`src/hdl/psfgr_pkg.sv`:
```
// psfgr_pkg: shared types, constants and helpers for the psf1 glyph renderer
// used by psfgr_ctrl, psfgr_dpath and psf1_glyph_renderer_top; no dependencies
package psfgr_pkg;

   localparam int GLYPH_COUNT    = 512;
   localparam int MAX_GLYPH_ROWS = 32;
   localparam int COORD_BITS     = 12;
   localparam int CODE_BITS      = 16;

   localparam int GLYPH_BITS = $clog2(GLYPH_COUNT);
   localparam int ROW_BITS   = $clog2(MAX_GLYPH_ROWS);
   localparam int CNT_BITS   = GLYPH_BITS + 1;
   localparam int STORE_BITS = GLYPH_BITS + ROW_BITS;
   localparam int MAP_DEPTH  = 1 << CODE_BITS;
   localparam int STORE_DEPTH = GLYPH_COUNT * MAX_GLYPH_ROWS;

   localparam logic [15:0] TABLE_DELIM = 16'hffff;
   localparam logic [9:0]  GLYPH_LIMIT = 10'h1ff;

   // input operation codes
   localparam logic [1:0] OP_TABLE = 2'd0;
   localparam logic [1:0] OP_LOAD  = 2'd1;
   localparam logic [1:0] OP_DRAW  = 2'd2;

   // result status codes
   localparam logic [1:0] RSP_PIXEL       = 2'd0;
   localparam logic [1:0] RSP_UNMAPPED    = 2'd1;
   localparam logic [1:0] RSP_GLYPH_RANGE = 2'd2;
   localparam logic [1:0] RSP_OFF_BUFFER  = 2'd3;

   // csr register indexes
   localparam logic [1:0] CSR_GLYPH_ROWS    = 2'd0;
   localparam logic [1:0] CSR_BUFFER_WIDTH  = 2'd1;
   localparam logic [1:0] CSR_BUFFER_HEIGHT = 2'd2;

   typedef enum logic [2:0] {
      ST_CLEAR,
      ST_IDLE,
      ST_WRAP,
      ST_CHECK,
      ST_EMIT0,
      ST_EMIT1
   } psfgr_state_type;

   typedef struct packed {
      logic [5:0]            glyph_rows;
      logic [COORD_BITS-1:0] buffer_width;
      logic [COORD_BITS-1:0] buffer_height;
   } psfgr_cfg_type;

   typedef struct packed {
      logic       clear_wr;
      logic       table_wr;
      logic       glyph_wr;
      logic       draw_start;
      logic       wrap;
      logic       begin_rows;
      logic       emit_status;
      logic [1:0] status_code;
      logic       emit_half0;
      logic       emit_half1;
      logic       last;
   } psfgr_cmd_type;

   typedef struct packed {
      logic clear_done;
      logic map_hit;
      logic glyph_oor;
      logic off_buffer;
      logic half0_last;
      logic row_last;
   } psfgr_stat_type;

   // each glyph bit becomes two adjacent pixels, msb leftmost
   function automatic logic [15:0] double_bits(input logic [7:0] bits);
      logic [15:0] res;
      res = '0;
      for (int c = 0; c < 8; c++) begin
         res[2*c]   = bits[c];
         res[2*c+1] = bits[c];
      end
      return res;
   endfunction

endpackage

```
`src/hdl/psfgr_ctrl.sv`:
```
// psfgr_ctrl: sequencer for map clearing, item decode and draw row emission
// depends on psfgr_pkg; drives psfgr_dpath through command and status structs
module psfgr_ctrl (
   input  logic                    clock,
   input  logic                    reset,
   input  logic                    start,
   input  logic [1:0]              op,
   input  psfgr_pkg::psfgr_stat_type stat,
   output logic                    busy,
   output psfgr_pkg::psfgr_cmd_type  cmd
);
   import psfgr_pkg::*;

   psfgr_state_type state_ff, state_in;

   always_ff @(posedge clock) begin
      if (reset) begin
         state_ff <= ST_CLEAR;
      end else begin
         state_ff <= state_in;
      end
   end

   always_comb begin
      state_in = state_ff;
      unique case (state_ff)
         ST_CLEAR: begin
            if (stat.clear_done) state_in = ST_IDLE;
         end
         ST_IDLE: begin
            if (start && op == OP_DRAW) state_in = ST_WRAP;
         end
         ST_WRAP: begin
            state_in = ST_CHECK;
         end
         ST_CHECK: begin
            if (!stat.map_hit || stat.glyph_oor || stat.off_buffer) state_in = ST_IDLE;
            else state_in = ST_EMIT0;
         end
         ST_EMIT0: begin
            state_in = stat.half0_last ? ST_IDLE : ST_EMIT1;
         end
         ST_EMIT1: begin
            state_in = stat.row_last ? ST_IDLE : ST_EMIT0;
         end
         default: begin
            state_in = ST_IDLE;
         end
      endcase
   end

   always_comb begin
      cmd  = '0;
      busy = 1'b1;
      unique case (state_ff)
         ST_CLEAR: begin
            cmd.clear_wr = 1'b1;
         end
         ST_IDLE: begin
            busy = 1'b0;
            if (start) begin
               unique case (op)
                  OP_TABLE: cmd.table_wr   = 1'b1;
                  OP_LOAD:  cmd.glyph_wr   = 1'b1;
                  OP_DRAW:  cmd.draw_start = 1'b1;
                  default:  cmd.table_wr   = 1'b0;
               endcase
            end
         end
         ST_WRAP: begin
            cmd.wrap = 1'b1;
         end
         ST_CHECK: begin
            if (!stat.map_hit) begin
               cmd.emit_status = 1'b1;
               cmd.status_code = RSP_UNMAPPED;
            end else if (stat.glyph_oor) begin
               cmd.emit_status = 1'b1;
               cmd.status_code = RSP_GLYPH_RANGE;
            end else if (stat.off_buffer) begin
               cmd.emit_status = 1'b1;
               cmd.status_code = RSP_OFF_BUFFER;
            end else begin
               cmd.begin_rows = 1'b1;
            end
            cmd.last = cmd.emit_status;
         end
         ST_EMIT0: begin
            cmd.emit_half0 = 1'b1;
            cmd.last       = stat.half0_last;
         end
         ST_EMIT1: begin
            cmd.emit_half1 = 1'b1;
            cmd.last       = stat.row_last;
         end
         default: begin
            busy = 1'b1;
         end
      endcase
   end

endmodule

```
`config.mk`:
```
export PLATFORM = sky130hd
export DESIGN_NAME = psfgr_ctrl
export DESIGN_NICKNAME = d
export VERILOG_FILES = /design/src/hdl/psfgr_pkg.sv /design/src/hdl/psfgr_ctrl.sv
export SDC_FILE = /design/constraint.sdc
export NUM_CORES = 1
export LEC_CHECK = 0
export ABC_AREA = 1
export BUFFER_PORTS_ARGS = -buffer_cell sky130_fd_sc_hd__buf_2
export CAP_MARGIN = 10
export CORE_AREA = 2 2 39 41
export CTS_CLUSTER_SIZE = 20
export DETAILED_ROUTE_END_ITERATION = 6
export DIE_AREA = 0 0 41 43
export PLACE_DENSITY = 0.62
export SKIP_LAST_GASP = 1
export SYNTH_ARGS = -nofsm -noshare
export SYNTH_HDL_FRONTEND = slang
export SYNTH_SLANG_ARGS = --single-unit
```
`constraint.sdc`:
```
create_clock -name clock -period 1.1 [get_ports clock]
set_input_delay 0.22 -clock clock [delete_from_list [all_inputs] [get_ports clock]]
set_output_delay 0.22 -clock clock [all_outputs]
set_load 0.005 [all_outputs]
```
==> flow_summary.toml, run 1 <==
[floorplanning]
dieWidth_microns = 41
core_area_sq_um = 1380
die_h_microns = 43
ioPinCount = 24
rows = 14
dieArea_sq_um = 1760
start_util = 0.221

[finish]
largest_register = "state_ff"
layout-drive-gt1-share = 0.663
top_regs = "state_ff x3"
final_core_util = 0.523
fillers = 144
nNetsFinal = 110
area_growth_pct = 137
diodes = 0
largest_reg_flops = 3

[flow_run]
drv_cap = 0

[detailed_routing]
num_vias = 499
drc = 0
drt-total-wl_mm = 1.20
postRouteAntennaNets = 0
drtPass1Iterations = 4
via_per_inst = 4.38
wl_per_cell_microns = 10.5
drt_first_iter_violations = 7

[logic_synthesis]
yosysSeqAreaShare = 0.197
syn_avg_cell_area_sq_um = 5.26
syn_inst = 58
synth_area_leader_cell = "dfxtp_1"
synth_top_area_frac = 0.197
synth_area_sq_um = 305
yosys_warnings = 0
synth_seq_cells = 3
synth_area_leaders = "dfxtp_1, nand2_1, inv_1"
syn-num-nets = 69
synth.distinct_cells = 13

[clock_network]
htreeDepth = 1
cts_tree = "built"
ctsHoldBuffers = 0
clk_latency_ps = 230
numCtsBuffers = 3
cts.path.max_buffers = 2
root_buffer = "clkbuf_4"
cts.sink_count = 3
path_clk_slew_ps = 40

[outcome]
status = "complete, but fails checks"
violations = "negative setup slack"

[min_path]
hold_class = "in -> reg"

[power]
seqPwrFrac = 0.234
p_switching_mw = 0.221
p_int_mw = 0.417
powerDensity_nw_per_um2 = 882
fin_total_pwr_mw = 0.638
power_leakage_nw = 0.396
pwr-share-clk = 0.296
ir_worst_vdd_mv = 0.551
p_sw_frac = 0.346
pwr-share-comb = 0.470

[timing]
finalHoldViolCount = 0
fin_ws_ps = -193
finalSetupViolations = 15
max_freq_mhz = 773
tightestPinTransition_ps = 223
period_needed_ps = 1290
rsz0062_at_grt = "true"
slew_headroom = 0.850
tns_ps = -1800
clock_skew_ps = 0.743
slew_viol_final = 0
period_share = 1.18
holdWs_ps = 163

[critical_path]
arrival_ps = 1070
crit_path_end_kind = "output pin"
crit_fanout = 3
start_kind = "register"
cp.required_ps = 880
worstSetupPathType = "reg -> out"

[grt]
antenna_found_initial = 0
grt_pass1_vias = 433
grt_max_degree = 6
gr-total-overflow = 0
track_usage = 0.123
grt_pass1_wl_mm = 1.52

[placed_design]
io_buffers = 23
dp_hpwl_microns = 716
dpl_worst_slack_ps = -9.09
globalplace.congestion = 0.771
per-layer routing:
layer,vias up,track usage,wire length (microns)
met4,0,0.0800,23
met3,4,0.0209,55
li1,266,-,-
met5,-,0,0
met1,215,0.118,444
met2,14,0.219,674
power groups by stage:
stage / Clock, mW / Sequential, mW / Combinational [mW]
5_1_grt: 0.205 / 0.151 / 0.331
4_1_cts: 0.201 / 0.146 / 0.214
3_5_place_dp: 0 / 0.133 / 0.154
2_1_floorplan: 0 / 0.132 / 0.0896
3_3_place_gp: 0 / 0.132 / 0.155
6_report: 0.189 / 0.150 / 0.300
what timing repair did:
action | CTS | global route
resized for setup | 26 | 19
pin swaps | 3 | 10
setup buffers | 5 | 7
endpoints found under the setup margin | 13 | 15
cell families after synthesis:
group / synth area share
simple gates: 0.553
flops: 0.197
compound gates: 0.0901
buf+inv: 0.160
synth_stat cells:
cell	n
o211ai_1	2
o21bai_1	1
nor2_1	11
o21ai_0	1
nor3_1	5
nand3_2	1
inv_2	2
nand3_1	7
inv_1	11
nand2_2	1
nand2_1	12
dfxtp_1	3
nand4_1	1
stage by stage:
| step | instance area, sq um | instances |
|---|---|---|
| after floorplan | 305 | 58 |
| after global placement | 455 | 99 |
| after detailed placement | 455 | 99 |
| after CTS | 604 | 108 |
| after global routing | 723 | 114 |
| final | 723 | 114 |
layout by cell type, fill, tap and decap left out, types with 2 or more instances in the layout:
cell type  count
nor3_2         3
nand3_4        3
dfxtp_4        3
nor2_4         2
buf_6          8
clkbuf_4       3
nand2_1        9
inv_2          3
buf_2         21
inv_1          7
nor3_1         2
buf_4          7
o211ai_1       2
nand2_2        3
nor2_1         8
nand3_2        4
worst max-delay path: stages, from the launching register on:
cell and delay (ps):
dfxtp_4 360, buf_4 140, nand3_4 80, inv_2 40
nand2_2 50, nand3_2 60, buf_2 120
layout make-up:
| type | instances | area, sq um | share of cell area |
|---|---|---|---|
| Multi-Input combinational cell | 42 | 294 | 0.407 |
| Timing Repair Buffer | 36 | 248 | 0.343 |
| Sequential cell | 3 | 71.3 | 0.0986 |
| Inverter | 13 | 63.8 | 0.0882 |
| Clock buffer | 4 | 26.3 | 0.0363 |
| Tap cell | 16 | 20.0 | 0.0277 |
final timing paths:
kind,start,end,slack [ps],cells past startpoint
setup / recovery,state_ff[2],cmd[0],-190,6
hold / removal,reset,state_ff[1],160,2
setup reg to reg,state_ff[1],state_ff[0],-80,8
hold reg to reg,state_ff[2],state_ff[2],770,4
(Power assumes the default switching activity.)
==> inputs of run 2 (changes only) <==
--- a/config.mk
+++ b/config.mk
@@ -19 +19,2 @@
 export SYNTH_SLANG_ARGS = --single-unit
+export TNS_END_PERCENT = 10
==> constraint.sdc (replaced) <==
create_clock -name clock -period 1.1 [get_ports clock]
set_input_delay 0 -clock clock [delete_from_list [all_inputs] [get_ports clock]]
set_output_delay 0 -clock clock [all_outputs]
set_load 0.005 [all_outputs]
==> flow_summary.toml, run 2 (synthesis gave the netlist of run 1 again) <==
[outcome]
status = "finished, final reports clean"

[grt]
track_usage = 0.108
grt_max_degree = 8
gr-total-overflow = 0
antenna_found_initial = 0
grt_pass1_wl_mm = 1.29
grt_pass1_vias = 354

[clock_network]
path_clk_slew_ps = 40
htreeDepth = 1
root_buffer = "clkbuf_4"
cts_tree = "built"
numCtsBuffers = 3
cts.sink_count = 3
cts.path.max_buffers = 2
clk_latency_ps = 230

[finish]
largest_reg_flops = 3
largest_register = "state_ff"
final_core_util = 0.382
top_regs = "state_ff x3"
layout-drive-gt1-share = 0.442
mostFrequentLayoutCells = "buf_2, nand2_1, nor2_1"
nNetsFinal = 98
area_growth_pct = 73.0
diodes = 0
final_common_cell = "buf_2"

[power]
power_leakage_nw = 0.313
powerDensity_nw_per_um2 = 942
ir_worst_vdd_mv = 0.532

[detailed_routing]
drt-total-wl_microns = 810
num_vias = 437
via_per_inst = 4.28
drtPass1Iterations = 1
drc = 0
drt_first_iter_violations = 0
postRouteAntennaNets = 0
wl_per_cell_microns = 7.94

[critical_path]
arrival_ps = 1070
crit_fanout = 7
worstSetupPathType = "reg -> out"
crit_path_end_kind = "output pin"
cp.required_ps = 1100
start_kind = "register"

[timing]
period_share = 0.970
tns_ps = 0
rsz0062_at_grt = "true"
finalSetupViolations = 0
slew_viol_final = 0
max_freq_mhz = 937
period_needed_ps = 1070
tightestPinTransition_ps = 191
finalHoldViolCount = 0
clock_skew_ps = 0.988
slew_headroom = 0.871

[floorplanning]
ioPinCount = 24
die_h_microns = 43
dieWidth_microns = 41
core_area_sq_um = 1380
dieArea_sq_um = 1760
rows = 14
start_util = 0.221

[placed_design]
globalplace.congestion = 0.714
io_buffers = 23
dp_hpwl_microns = 668

[flow_run]
drv_cap = 0

[min_path]
hold_class = "in -> reg"
==> run 2: cell types whose count changed in the layout (fill, tap and decap cells not counted), moves of 2 or more <==
cell and change:
inv_2 -2, nand3_4 -2, nand2_1 +3, nand3_1 +5, nor3_2 -2, nand3_2 -3
nand2_2 -2, nor3_1 +2, buf_2 +2, nor2_1 +2, buf_6 -8, inv_1 +2
buf_4 -7
==> run 2: metrics by stage <==
stage / setup WS (ps) / hold slack, ps / area (sq um) / cells / total power [mW]
2_1_floorplan: 149 / 36.5 / 305 / 58 / 0.221
3_3_place_gp: 2.05 / 197 / 440 / 97 / 0.281
3_5_place_dp: 21.2 / 199 / 440 / 97 / 0.282
4_1_cts: 1.07 / 125 / 493 / 102 / 0.492
5_1_grt: -52.5 / 150 / 528 / 102 / 0.554
6_report: 32.6 / 122 / 528 / 102 / 0.497
==> run 2: final timing paths <==
| kind | from | endpoint | slack, ps | depth (start not counted) |
|---|---|---|---|---|
| worst max-delay path | state_ff[2] | cmd[0] | 30 | 6 |
| worst max register to register | state_ff[1] | state_ff[0] | 90 | 7 |
| worst min-delay path | stat[1] | state_ff[2] | 120 | 4 |
| worst min register to register | state_ff[2] | state_ff[0] | 690 | 4 |
==> run 2: area by class of cell <==
| type | count | area (sq um) |
|---|---|---|
| sequential | 3 | 71.3 |
| fill | 157 | 856 |
| clock buffer | 4 | 26.3 |
| multi-input combinational | 42 | 221 |
| timing repair buffer | 24 | 125 |
| tap | 16 | 20.0 |
| inverter | 13 | 63.8 |
==> run 2: critical path, stage by stage, from the launching register on <==
cell and delay [ps]:
dfxtp_4 370, inv_8 80, nand3_2 70, inv_2 70, nand2_1 60, nand3_1 80
buf_2 100
==> run 2: per-layer routing <==
layer	part of all wire	vias to the layer above	track usage
met2	0.51	12	0.163
met4	0.022	0	0.0800
met5	0	-	0
met3	0.063	2	0.0314
li1	-	241	-
met1	0.40	182	0.121
==> run 2: repair_timing <==
| action | 4_1_cts | 5_1_grt |
|---|---|---|
| buffers inserted | 0 | 0 |
| setup endpoints to repair | 7 | 8 |
| hold buffers | 1 | 0 |
| gates resized for setup | 9 | 10 |
| hold endpoints to repair | 2 | 0 |
==> run 2: power by group <==
part           switching, mW  leakage (nW)  internal [mW]
Sequential            0.0235        0.0267          0.119
Combinational         0.0899         0.271         0.0740
Clock                 0.0551        0.0150          0.136
==> inputs of run 3 (changes only) <==
Settings changed: PLACE_DENSITY 0.62 to 0.64.
Clock period 1.1 ns to 0.85 ns, I/O delays scaled along.
==> flow_summary.toml, run 3 (synthesis gave the netlist of run 1 again) <==
[power]
power_leakage_nw = 0.357
ir_worst_vdd_mv = 0.991
powerDensity_nw_per_um2 = 1190

[detailed_routing]
num_vias = 480
wl_per_cell_microns = 8.51
drt_first_iter_violations = 5
drc = 0
drtPass1Iterations = 4
postRouteAntennaNets = 0
drt-total-wl_microns = 936
via_per_inst = 4.36

[clock_network]
cts.sink_count = 3
clk_latency_ps = 230
htreeDepth = 1
path_clk_slew_ps = 40
root_buffer = "clkbuf_4"
cts_tree = "built"
numCtsBuffers = 3
cts.path.max_buffers = 2

[floorplanning]
dieArea_sq_um = 1760
start_util = 0.221
ioPinCount = 24
core_area_sq_um = 1380
rows = 14
dieWidth_microns = 41
die_h_microns = 43

[placed_design]
dp_hpwl_microns = 723
globalplace.congestion = 0.807
post_dp_cell_area_sq_um = 519
io_buffers = 23

[timing]
rsz0062_at_grt = "true"
slew_headroom = 0.843
tightestPinTransition_ps = 233
finalSetupViolations = 16
max_freq_mhz = 905
finalHoldViolCount = 0
period_needed_ps = 1110
holdWs_ps = 137
period_share = 1.30
slew_viol_final = 0
fin_ws_ps = -255
clock_skew_ps = 1.95

[min_path]
hp-start = "stat[1]"
holdPathEnd = "state_ff[2]"
min_path_cells = 4
hold_class = "in -> reg"

[finish]
layout-drive-gt1-share = 0.521
largest_register = "state_ff"
finalInstanceArea_sq_um = 608
final_common_cell = "buf_2"
diodes = 0
fillers = 152
largest_reg_flops = 3
seq_area_sq_um = 71.3
multi_input_area_sq_um = 231
mostFrequentLayoutCells = "buf_2, nand2_1, inv_1"
area_growth_pct = 99.2
nNetsFinal = 106
top_regs = "state_ff x3"

[outcome]
violations = "negative setup slack"
status = "complete, but fails checks"

[grt]
grt_pass1_vias = 437
grt_max_degree = 7
track_usage = 0.124
grt_pass1_wl_mm = 1.52
gr-total-overflow = 0
antenna_found_initial = 0

[critical_path]
crit_path_end_kind = "output pin"
r2r_slack_ps = -190
crit-reg2reg-launch = "state_ff[2]"
arrival_ps = 1110
worstSetupPathType = "reg -> out"
cp.required_ps = 850
crit_fanout = 5
start_kind = "register"
r2r_end = "state_ff[0]"
worstRegToRegCells = 7

[flow_run]
drv_cap = 0
run 3: timing repair:
| action | in CTS | in global routing |
|---|---|---|
| setup endpoints to repair | 16 | 16 |
| gates resized for setup | 4 | 1 |
| endpoints found under the hold margin | 2 | 0 |
| setup buffers | 5 | 0 |
| pin swaps | 1 | 1 |
| hold buffers | 1 | 0 |
| gates cloned | 0 | 0 |
run 3: where the power goes:
group          switching (mW)  internal [mW]
combinational           0.133          0.153
clock                  0.0766          0.176
sequential             0.0321          0.154
total                   0.242          0.483
run 3: worst max-delay path: stages (launching register included):
cell,delay [ps]
dfxtp_4,360
inv_6,80
nand3_4,80
buf_12,130
nor3_2,90
buf_2,130
run 3: cell type report:
cell class,count,area share
Tap cell,16,0.0329
Timing Repair Buffer,32,0.325
Inverter,13,0.101
Sequential cell,3,0.117
Clock buffer,4,0.0432
Multi-Input combinational cell,42,0.381
run 3: metal layers:
metal | vias to the layer above | track usage | wire length, microns
met2 | 14 | 0.206 | 489
met3 | 2 | 0.0157 | 54
li1 | 255 | - | -
met5 | - | 0 | 0
met1 | 209 | 0.137 | 376
met4 | 0 | 0.0800 | 15
run 3: how the worst max path moves through the flow:
stage / start / end / slack, ps
4_1_cts: state_ff[2] / cmd[9] / -250
2_1_floorplan: state_ff[0] / state_ff[0] / -20
3_3_place_gp: state_ff[0] / state_ff[2] / -140
5_1_grt: state_ff[1] / cmd[0] / -320
3_5_place_dp: state_ff[1] / state_ff[2] / -140
6_report: state_ff[1] / cmd[10] / -260
run 3: stage by stage:
stage / utilization / cells / setup slack [ps] / power (mW) / setup TNS, ps
6_report: 0.439 / 110 / -255 / 0.725 / -2850
5_1_grt: 0.439 / 110 / -318 / 0.786 / -4010
4_1_cts: 0.438 / 110 / -252 / 0.733 / -2970
3_5_place_dp: 0.375 / 100 / -137 / 0.439 / -442
3_3_place_gp: 0.375 / 100 / -143 / 0.439 / -443
2_1_floorplan: - / 58 / -21.2 / 0.318 / -38.8
